### src/design/sfq_pkg.sv
// sfq_pkg: shared widths, command and status codes and sequencer state type
// for the searchable fifo queue; no dependencies
package sfq_pkg;

   localparam int DEPTH_DEF = 16;
   localparam int DATA_W    = 32;
   localparam int CMD_W     = 2;
   localparam int STATUS_W  = 2;
   localparam int OCC_W     = 5;

   typedef enum logic [CMD_W-1:0] {
      CMD_PUSH   = 2'd0,
      CMD_POP    = 2'd1,
      CMD_SEARCH = 2'd2,
      CMD_REMOVE = 2'd3
   } cmd_type;

   typedef enum logic [STATUS_W-1:0] {
      ST_OK    = 2'd0,
      ST_EMPTY = 2'd1,
      ST_FULL  = 2'd2
   } status_type;

   typedef enum logic [6:0] {
      S_IDLE  = 7'b0000001,
      S_EXEC  = 7'b0000010,
      S_POPRD = 7'b0000100,
      S_RD    = 7'b0001000,
      S_CMP   = 7'b0010000,
      S_SHRD  = 7'b0100000,
      S_SHWR  = 7'b1000000
   } state_type;

endpackage

### src/design/sfq_mem.sv
// sfq_mem: entry storage, one write port and one read port with registered data
// depends on sfq_pkg for the data width
module sfq_mem #(
   parameter int DEPTH = sfq_pkg::DEPTH_DEF
) (
   input  logic                                   clock,
   input  logic                                   wr_en,
   input  logic [$clog2(DEPTH)-1:0]               wr_addr,
   input  logic [sfq_pkg::DATA_W-1:0]             wr_data,
   input  logic [$clog2(DEPTH)-1:0]               rd_addr,
   output logic [sfq_pkg::DATA_W-1:0]             rd_data
);
   import sfq_pkg::*;

   logic [DATA_W-1:0] mem [DEPTH];
   logic [DATA_W-1:0] rd_data_ff;

   always_ff @(posedge clock) begin
      if (wr_en) begin
         mem[wr_addr] <= wr_data;
      end
      rd_data_ff <= mem[rd_addr];
   end

   assign rd_data = rd_data_ff;

endmodule

### src/design/searchable_fifo_queue.sv
// searchable_fifo_queue: top level, sequencer around a circular entry store
// depends on sfq_pkg and sfq_mem
//
// usage
//   a command is taken on a clock edge with start high and busy low; req_cmd
//   selects push, pop, search or remove-newest-match, req_value carries the data
//   exactly one result follows per command: rsp_valid is high for one cycle with
//   rsp_popped_value, rsp_hit, rsp_status and rsp_occupancy; the receiver cannot
//   stall, so the result is taken on the edge that ends that cycle
//   busy stays high from the cycle after the transfer until the result is shown;
//   the next command may be given in the same cycle as the result
// sequencing, set by the single memory read port and the one shared comparator
//   push: the tail slot is written in S_EXEC, which also raises the result
//   pop: S_EXEC reads the head slot, S_POPRD takes the registered memory data
//   search / remove: S_RD then S_CMP for each entry inspected, newest first
//   remove then compacts the newer entries, S_SHRD then S_SHWR per entry moved down
//   the worst case is a remove of the oldest entry of a full queue
// reset
//   synchronous, active high; the queue comes out empty, no clearing pass, the
//   stored words are only read below the fill count
// a push to a full queue is dropped with status full; a pop of an empty queue
// returns zero with status empty
module searchable_fifo_queue #(
   parameter int DEPTH = sfq_pkg::DEPTH_DEF
) (
   input  logic                                 clock,
   input  logic                                 reset,
   input  logic                                 start,
   output logic                                 busy,
   input  logic        [sfq_pkg::CMD_W-1:0]     req_cmd,
   input  logic signed [sfq_pkg::DATA_W-1:0]    req_value,
   output logic                                 rsp_valid,
   output logic signed [sfq_pkg::DATA_W-1:0]    rsp_popped_value,
   output logic                                 rsp_hit,
   output logic        [sfq_pkg::STATUS_W-1:0]  rsp_status,
   output logic        [sfq_pkg::OCC_W-1:0]     rsp_occupancy
);
   import sfq_pkg::*;

   localparam int AW    = $clog2(DEPTH);
   localparam int CNT_W = $clog2(DEPTH + 1);
   localparam logic [CNT_W-1:0] FULL_CNT  = CNT_W'(DEPTH);
   localparam logic [AW:0]      DEPTH_EXT = (AW + 1)'(DEPTH);
   localparam logic [AW-1:0]    LAST_IDX  = AW'(DEPTH - 1);
   localparam logic [CNT_W-1:0] ONE_CNT   = CNT_W'(1);

   // circular index helpers
   function automatic logic [AW-1:0] wrap_add(input logic [AW-1:0] a,
                                              input logic [AW-1:0] b);
      logic [AW:0] s;
      s = {1'b0, a} + {1'b0, b};
      if (s >= DEPTH_EXT) begin
         s = s - DEPTH_EXT;
      end
      return s[AW-1:0];
   endfunction

   function automatic logic [AW-1:0] idx_inc(input logic [AW-1:0] a);
      return (a == LAST_IDX) ? '0 : a + 1'b1;
   endfunction

   function automatic logic [AW-1:0] idx_dec(input logic [AW-1:0] a);
      return (a == '0) ? LAST_IDX : a - 1'b1;
   endfunction

   // occupancy field is the low bits of the fill count
   function automatic logic [OCC_W-1:0] occ_of(input logic [CNT_W-1:0] c);
      logic [CNT_W+OCC_W-1:0] e;
      e = {{OCC_W{1'b0}}, c};
      return e[OCC_W-1:0];
   endfunction

   // control state
   state_type         state_ff,  state_in;
   logic [AW-1:0]     head_ff,   head_in;     // slot of the oldest entry
   logic [CNT_W-1:0]  cnt_ff,    cnt_in;      // fill count
   logic              rsp_valid_ff, rsp_valid_in;

   // working registers of the current command
   cmd_type           cmd_ff,    cmd_in;
   logic [DATA_W-1:0] key_ff,    key_in;
   logic [AW-1:0]     addr_ff,   addr_in;     // slot under inspection / being moved
   logic [CNT_W-1:0]  left_ff,   left_in;     // entries not yet compared
   logic [CNT_W-1:0]  newer_ff,  newer_in;    // entries newer than addr_ff

   // result registers
   logic [DATA_W-1:0] popped_ff, popped_in;
   logic              hit_ff,    hit_in;
   status_type        status_ff, status_in;
   logic [OCC_W-1:0]  occ_ff,    occ_in;

   // memory port
   logic              wr_en;
   logic [AW-1:0]     wr_addr;
   logic [DATA_W-1:0] wr_data;
   logic [AW-1:0]     rd_addr;
   logic [DATA_W-1:0] rd_data;
   logic              match;

   sfq_mem #(.DEPTH(DEPTH)) u_mem (
      .clock   (clock),
      .wr_en   (wr_en),
      .wr_addr (wr_addr),
      .wr_data (wr_data),
      .rd_addr (rd_addr),
      .rd_data (rd_data)
   );

   // the shared comparator: registered read data against the search key
   assign match = (rd_data == key_ff);

   always_comb begin
      state_in     = state_ff;
      head_in      = head_ff;
      cnt_in       = cnt_ff;
      cmd_in       = cmd_ff;
      key_in       = key_ff;
      addr_in      = addr_ff;
      left_in      = left_ff;
      newer_in     = newer_ff;
      rsp_valid_in = 1'b0;
      popped_in    = '0;
      hit_in       = 1'b0;
      status_in    = ST_OK;
      occ_in       = occ_ff;
      wr_en        = 1'b0;
      wr_addr      = addr_ff;
      wr_data      = key_ff;
      rd_addr      = addr_ff;

      unique case (state_ff)
         S_IDLE: begin
            if (start) begin
               cmd_in   = cmd_type'(req_cmd);
               key_in   = req_value;
               state_in = S_EXEC;
            end
         end

         S_EXEC: begin
            unique case (cmd_ff)
               CMD_PUSH: begin
                  // append at the tail slot
                  if (cnt_ff == FULL_CNT) begin
                     status_in = ST_FULL;
                  end else begin
                     wr_en   = 1'b1;
                     wr_addr = wrap_add(head_ff, cnt_ff[AW-1:0]);
                     cnt_in  = cnt_ff + ONE_CNT;
                  end
                  rsp_valid_in = 1'b1;
                  state_in     = S_IDLE;
               end
               CMD_POP: begin
                  rd_addr = head_ff;
                  if (cnt_ff == '0) begin
                     status_in    = ST_EMPTY;
                     rsp_valid_in = 1'b1;
                     state_in     = S_IDLE;
                  end else begin
                     state_in = S_POPRD;
                  end
               end
               CMD_SEARCH, CMD_REMOVE: begin
                  // scan from the newest entry towards the oldest
                  if (cnt_ff == '0) begin
                     rsp_valid_in = 1'b1;
                     state_in     = S_IDLE;
                  end else begin
                     addr_in  = wrap_add(head_ff, AW'(cnt_ff - ONE_CNT));
                     left_in  = cnt_ff;
                     newer_in = '0;
                     state_in = S_RD;
                  end
               end
               default: state_in = S_IDLE;
            endcase
         end

         S_POPRD: begin
            popped_in    = rd_data;
            head_in      = idx_inc(head_ff);
            cnt_in       = cnt_ff - ONE_CNT;
            rsp_valid_in = 1'b1;
            state_in     = S_IDLE;
         end

         S_RD: begin
            rd_addr  = addr_ff;
            state_in = S_CMP;
         end

         S_CMP: begin
            if (match) begin
               hit_in = 1'b1;
               if (cmd_ff == CMD_REMOVE && newer_ff != '0) begin
                  // close the gap: move each newer entry down one slot
                  state_in = S_SHRD;
               end else begin
                  if (cmd_ff == CMD_REMOVE) begin
                     cnt_in = cnt_ff - ONE_CNT;
                  end
                  rsp_valid_in = 1'b1;
                  state_in     = S_IDLE;
               end
            end else if (left_ff == ONE_CNT) begin
               rsp_valid_in = 1'b1;
               state_in     = S_IDLE;
            end else begin
               addr_in  = idx_dec(addr_ff);
               left_in  = left_ff - ONE_CNT;
               newer_in = newer_ff + ONE_CNT;
               state_in = S_RD;
            end
         end

         S_SHRD: begin
            rd_addr  = idx_inc(addr_ff);
            state_in = S_SHWR;
         end

         S_SHWR: begin
            wr_en    = 1'b1;
            wr_addr  = addr_ff;
            wr_data  = rd_data;
            addr_in  = idx_inc(addr_ff);
            newer_in = newer_ff - ONE_CNT;
            if (newer_ff == ONE_CNT) begin
               cnt_in       = cnt_ff - ONE_CNT;
               hit_in       = 1'b1;
               rsp_valid_in = 1'b1;
               state_in     = S_IDLE;
            end else begin
               state_in = S_SHRD;
            end
         end

         default: state_in = S_IDLE;
      endcase

      if (rsp_valid_in) begin
         occ_in = occ_of(cnt_in);
      end
   end

   always_ff @(posedge clock) begin
      if (reset) begin
         state_ff     <= S_IDLE;
         head_ff      <= '0;
         cnt_ff       <= '0;
         rsp_valid_ff <= 1'b0;
      end else begin
         state_ff     <= state_in;
         head_ff      <= head_in;
         cnt_ff       <= cnt_in;
         rsp_valid_ff <= rsp_valid_in;
      end
   end

   always_ff @(posedge clock) begin
      cmd_ff    <= cmd_in;
      key_ff    <= key_in;
      addr_ff   <= addr_in;
      left_ff   <= left_in;
      newer_ff  <= newer_in;
      popped_ff <= popped_in;
      hit_ff    <= hit_in;
      status_ff <= status_in;
      occ_ff    <= occ_in;
   end

   assign busy             = (state_ff != S_IDLE);
   assign rsp_valid        = rsp_valid_ff;
   assign rsp_popped_value = $signed(popped_ff);
   assign rsp_hit          = hit_ff;
   assign rsp_status       = status_ff;
   assign rsp_occupancy    = occ_ff;

endmodule

### config.mk
export PLATFORM = sky130hd
export DESIGN_NAME = searchable_fifo_queue
export DESIGN_NICKNAME = d
export VERILOG_FILES = /design/src/design/sfq_pkg.sv /design/src/design/sfq_mem.sv /design/src/design/searchable_fifo_queue.sv
export SDC_FILE = /design/constraint.sdc
export NUM_CORES = 1
export LEC_CHECK = 0
export BUFFER_PORTS_ARGS = -buffer_cell sky130_fd_sc_hd__buf_2
export CAP_MARGIN = 20
export CORE_UTILIZATION = 49
export CTS_BUF_LIST = sky130_fd_sc_hd__clkbuf_8
export CTS_CLUSTER_SIZE = 25
export DETAILED_ROUTE_END_ITERATION = 6
export GPL_TIMING_DRIVEN = 0
export PLACE_DENSITY = 0.61
export SETUP_SLACK_MARGIN = 0.5
export SLEW_MARGIN = 20
export SYNTH_ARGS = -nofsm -noshare
export SYNTH_HDL_FRONTEND = slang
export SYNTH_HIERARCHICAL = 1
export SYNTH_SLANG_ARGS = --single-unit
### constraint.sdc
create_clock -name clock -period 14.34 [get_ports clock]
set_input_delay 1.434 -clock clock [delete_from_list [all_inputs] [get_ports clock]]
set_output_delay 1.434 -clock clock [all_outputs]
set_load 0.05 [all_outputs]
# ---- Yosys cells after proc, flatten, opt, wreduce, memory -nomap -nowiden
# Memory sizes are Yosys's and may differ from the RTL's. A register that Yosys moved wholly into a read port is not among the register bits.
# Cells that the tools add are included.
dict set report totals {
  ram_bits 512
  input_bits 37
  n_memories 1
  output_inout_bits 42
  reg_bits 105
}
# name words word_bits rd rd_clocked_by_memory_dff write_ports line_no
set mem_list {}
lappend mem_list {u_mem.mem 16 32 1 1 1 sfq_mem.sv:15} ;# logic [DATA_W-1:0] mem [DEPTH];
dict set report op_classes {
  n_mux 59
  order_cmp 2
  n_reduce_logical 12
  addsub 12
  eq_ne 22
}
# op count
set op_table {}
lappend op_table {{$mux W5} 14}
lappend op_table {{$mux W4} 15}
lappend op_table {{$pmux W7 S6} 1}
lappend op_table {{$eq A32 B32 Y1} 1}
lappend op_table {{$mux W32} 1}
lappend op_table {{$pmux W7 S3} 1}
lappend op_table {{$pmux W5 S4} 1}
lappend op_table {{$pmux W5 S3} 1}
lappend op_table {{$sub A5 B1 Y5 const B} 3}
lappend op_table {{$mux W7} 2}
lappend op_table {{$mux W6} 2}
lappend op_table {{$pmux W4 S3} 1}
lappend op_table {{$sub A4 B1 Y4 const B} 3}
lappend op_table {{$mux W1} 11}
lappend op_table {{$add A4 B4 Y5} 2}
lappend op_table {{$add A5 B1 Y5 const B} 2}
lappend op_table {{$eq A5 B1 Y1 const B} 2}
lappend op_table {{$ge A5 B5 Y1 const B} 2}
lappend op_table {{$ne A2 B2 Y1 const B} 5}
lappend op_table {{$pmux W5 S2} 1}
lappend op_table {{$reduce_and A5 Y1} 2}
lappend op_table {{$add A4 B1 Y4 const B} 2}
lappend op_table {{$eq A4 B4 Y1 const B} 2}
lappend op_table {{$pmux W4 S2} 1}
lappend op_table {{other kinds (26)} 29}

# ---- Depth between registers and ports, before layout
dict set report depth {
  depth_word 7
  ltp_mapped 11
}

# ---- Hierarchy
# The synthesis kept the hierarchy.
# module n_inst cells_each seq_area_each_um2 area_per_inst_um2
set modules_own_cells {}
lappend modules_own_cells {sfq_mem 1 838 16015.4 19835.3}
lappend modules_own_cells {searchable_fifo_queue 1 565 2632.5 5313.8}

# ---- Least setup slack after synthesis
# OpenSTA, ideal clock, no wires.
dict set report synth_timing {
  path_kind {register to register}
  from {register cnt_ff[1]}
  to {memory u_mem.mem[0][0] (enable)}
  t_required_ns 13.879
  path_stages_with_launch 9
  n_path_buf 0
  t_arrival_ns 4.383
  period_less_slack_ns 4.844
  path_slack_ns 9.496
  cell_sequence {dfxtp_1 > inv_1 > ha_1 > nor3b_1 > nand2_1 > nand3_1 > o21ai_0 > or3b_2 > nor3_1}
}
dict set report synth_between {
  elab_chain_len 6
  word_cells_on_any_way 13
  cone_classes {add/sub: 2; order compare: 1; eq/ne: 1; mux: 9}
}
# item line_no
set synth_lines {}
lappend synth_lines {{from (decl)} searchable_fifo_queue.sv:76} ;# logic [CNT_W-1:0] cnt_ff, cnt_in;
lappend synth_lines {{from (signal assigned)} searchable_fifo_queue.sv:255} ;# cnt_ff <= cnt_in;
lappend synth_lines {{$add A4 B4 Y5} searchable_fifo_queue.sv:51} ;# s = {1'b0, a} + {1'b0, b};
lappend synth_lines {{$sub A4 B1 Y4 or $ge A5 B5 Y1 (tied branches)} {searchable_fifo_queue.sv:53, searchable_fifo_queue.sv:52}}
lappend synth_lines {{$mux W4} searchable_fifo_queue.sv:52} ;# if (s >= DEPTH_EXT) begin
lappend synth_lines {{$mux W4 (*)} searchable_fifo_queue.sv:144} ;# if (cnt_ff == FULL_CNT) begin
lappend synth_lines {{$mux W4 (*)} searchable_fifo_queue.sv:141} ;# unique case (cmd_ff)
lappend synth_lines {{$mux W4 (*)} searchable_fifo_queue.sv:131} ;# unique case (state_ff)
lappend synth_lines {{via wr_addr[2]} searchable_fifo_queue.sv:94} ;# logic [AW-1:0] wr_addr;
lappend synth_lines {{to (decl)} sfq_mem.sv:15}
# The timed path passes the listed nets; every way through them passes the cells marked *.

# ---- Final worst setup path
dict set report layout_timing {
  from {register state_ff[1]}
  to {memory u_mem.mem[0][21] (enable)}
}
dict set report layout_between {
  elab_chain_len 4
  word_cells_on_any_way 6
  cone_classes {eq/ne: 2; mux: 4}
}
# item line_no
set layout_lines {}
lappend layout_lines {{from (decl)} searchable_fifo_queue.sv:74} ;# state_type state_ff, state_in;
lappend layout_lines {{from (signal assigned)} searchable_fifo_queue.sv:253} ;# state_ff <= state_in;
lappend layout_lines {{$eq A7 B7 Y1 or $eq A7 B2 Y1 (tied branches)} searchable_fifo_queue.sv:131}
lappend layout_lines {{$pmux W1 S2 (*)} searchable_fifo_queue.sv:131}
lappend layout_lines {{via wr_en} searchable_fifo_queue.sv:93} ;# logic wr_en;
lappend layout_lines {{$mux W1 (*)} sfq_mem.sv:19} ;# if (wr_en) begin
lappend layout_lines {{$mux W1 (implied by the code) (*)} sfq_mem.sv:20} ;# mem[wr_addr] <= wr_data;
# Marks and branches as above.

==> metrics.txt <==
synth unique cells=62; Inserted Clock Buffers=102; top post-synthesis cells by area=edfxtp_1 67%, mux4_2 11%, dfxtp_1 6.7%; R2R depth=9; Placed Area=between 0.02 and 0.03 sq mm; pwr/cell area=approximately 130 mW/mm^2; worst-case clock buffer depth=3; setup repair bufs after CTS=0; Layout fillers=3,812; final setup margin=between 9 and 10 ns; Peak VDD IR=0.06670 mV; relative slew slack=0.3081; count leader, synth=edfxtp_1; PortBufs=78; via count=approximately 14k; Reg2Reg Launch Point=state_ff[1]; post-place setup slack=~10 ns; Yosys top cell area share=0.6746; most frequent cells after synthesis=565 x edfxtp_1, 171 x nand2_1, 128 x mux4_2; f_max=about 220 MHz; Hold Crit Class=register to register; post-layout instance area=just under 0.03 sq mm; clock tree sinks=649; drt wl/cell=25.87 um; Hold Fails Final Rpt=0; Req. time, crit path=14.73 ns; fraction of registers with async set/reset=0; CP startpoint kind=register; clock root cell=clkbuf_8; Final ANT Viol Nets=0; H-tree depth=3; fraction of layout cells with a size suffix above 1=0.2537; initial antenna violation count=0; Min Hold Slack=roughly 0.5 ns; Worst Max-Slew Pin Slew=~1.0 ns; antenna cells=0; Vias per Instance=roughly 5.8; Initial Util=0.4992; post-CTS sizing=0; Seq/Total Area, Yosys=0.7415; Worst Skew=around 0.027 ns; Syn Inst Count=1,403; Final GP Congestion=approximately 0.85; Slew Viols, Final=0; DRC viols=0; Pre-antenna DRT Iters=5; RSZ-0062 raised after global routing=false; setup slack, reg-to-reg=9.75 ns; syn nets=roughly 1.5k; Detail Placement HPWL=approximately 40 mm; Max Fanout on Critical Path=10; Hold Crit Depth=1; Synth Warn #=6; number of global-route vias before repair=13.95k; grt ovf=0; crit share post-route=0.3200; # setup viols final=0; Ports=79; die width=~230 um; die area=roughly 0.052 sq mm; Yosys reg bits=about 650; first-pass GRT wire length=roughly 91 mm; CP Class=register to register; Total GRT Usage=0.2407; hold_sp=u_mem/rd_data[26]; area leader, netlist=edfxtp_1; max incr delay on CP=just over 0.7 ns; critical path cell sequence=nor3_1 -> nand3_1 -> clkbuf_1 -> clkbuf_1 -> nand2_1 -> or3b_2 -> nor3_2 -> buf_4 -> buf_4; Area Overhead vs Synth=16.05%; largest net degree at the start of global routing=18; Hold Path End=rsp_popped_value[26]; setup_tns=0 ns; crit end category=register; Max Cap Viol=0; Skew-Pair Late Insertion Delay=around 0.70 ns; slowest CP cell=nor3_2; Main synth FF type=edfxtp_1; Critical Path AT=roughly 5 ns; Iter 0 DRT Violations=~1.6k; Reg-to-Reg End=u_mem/mem[0][21]; DRT Wirelength=about 60 mm; TritonCTS clock tree=done; Leak Pwr=around 10 nW; hold buffer count at CTS=0; Reg clk slew, reported paths=0.07 ns; CORE AREA=between 0.05 and 0.06 sq mm; site row count=82; status=completed; Tmin final=4.588 ns; Syn Std Cell Area=~0.025 sq mm; EDFF count, synth=565; die height=roughly 230 um; Nets=roughly 1.7k; average size of a mapped cell=around 18 sq um
## metrics by stage
step                        util  instances  total power, mW
after floorplan                -       1403            2.225
after global placement    0.5237       2153            2.280
after detailed placement  0.5375       2189            2.289
after CTS                 0.5794       2383            3.846
after global routing      0.5794       2383            3.942
final                     0.5794       2383            3.816
## worst max-delay path by stage
stage,to,startpoint,slack (ns),cells past startpoint
2_1_floorplan,u_mem/mem[0][0],cnt_ff[1],9.50,8
3_3_place_gp,u_mem/mem[0][7],state_ff[1],6.02,7
3_5_place_dp,u_mem/mem[0][15],state_ff[5],9.77,9
4_1_cts,u_mem/mem[0][21],state_ff[1],9.74,9
5_1_grt,u_mem/mem[0][21],state_ff[1],9.45,9
6_report,u_mem/mem[0][21],state_ff[1],9.75,9
## power by group
part           internal [mW]  leakage [nW]  switching, mW
combinational         0.0439          3.03          0.102
clock                  0.844          1.22          0.722
sequential              2.09          5.78         0.0165
total                   2.98          10.0          0.841
## critical path, delay by kind of cell, from the launching register on
family / cells / cell delay (ns)
AND/OR/NAND/NOR: 5 / 2.47
flip-flops: 1 / 0.36
buffers and inverters: 4 / 1.45
## state kept, by name (all words and copies together), names as in the netlist, 5 cells and up
name / cells
cnt_ff: 5
key_ff: 32
left_ff: 5
newer_ff: 5
rsp_occupancy: 5
rsp_popped_value: 32
state_ff: 7
u_mem/mem: 512
u_mem/rd_data: 32
## layout by cell type (no fill, tap or decap), types with 11 or more instances in the layout
master / synthesis / layout
edfxtp_1: 565 / 565
nand2_1: 171 / 171
clkbuf_8: 0 / 128
mux4_2: 128 / 128
buf_2: 10 / 88
dfxtp_1: 84 / 84
a22oi_1: 65 / 65
inv_1: 17 / 52
xnor2_1: 40 / 40
and2_1: 35 / 35
clkbuf_1: 33 / 33
nor2_1: 40 / 27
a21oi_1: 26 / 26
buf_4: 9 / 25
o21ai_0: 24 / 24
ha_1: 17 / 17
buf_1: 13 / 13
nor2_4: 0 / 13
clkinv_2: 0 / 12
clkinv_1: 0 / 12
nand4_1: 11 / 11
## layout make-up
type	count	area (sq um)	area share
sequential	649	18650	0.6389
multi-input combinational	672	6274	0.2149
clock buffer	128	1762	0.06036
timing repair buffer	114	960.9	0.03292
tap	672	840.8	0.02881
clock inverter	66	347.8	0.01192
buffer	65	290.3	0.009946
inverter	17	63.81	0.002186
## kinds of logic after synthesis
kind of cell               synth area share
muxes                                0.1150
adders and majority gates           0.01005
and+or+nand+nor                     0.05990
xor gates and xnor gates            0.01602
AOI/OAI and AO/OA                   0.04343
DFF                                  0.7415
buffers and inverters               0.01408
## layer usage
layer	track usage	part of all wire	vias up
met2	0.3764	0.48	609
li1	-	-	6020
met5	0	0	-
met3	0.04578	0.073	111
met1	0.3387	0.43	7100
met4	0.08788	0.027	0
Power figures use the tool's default switching activity.
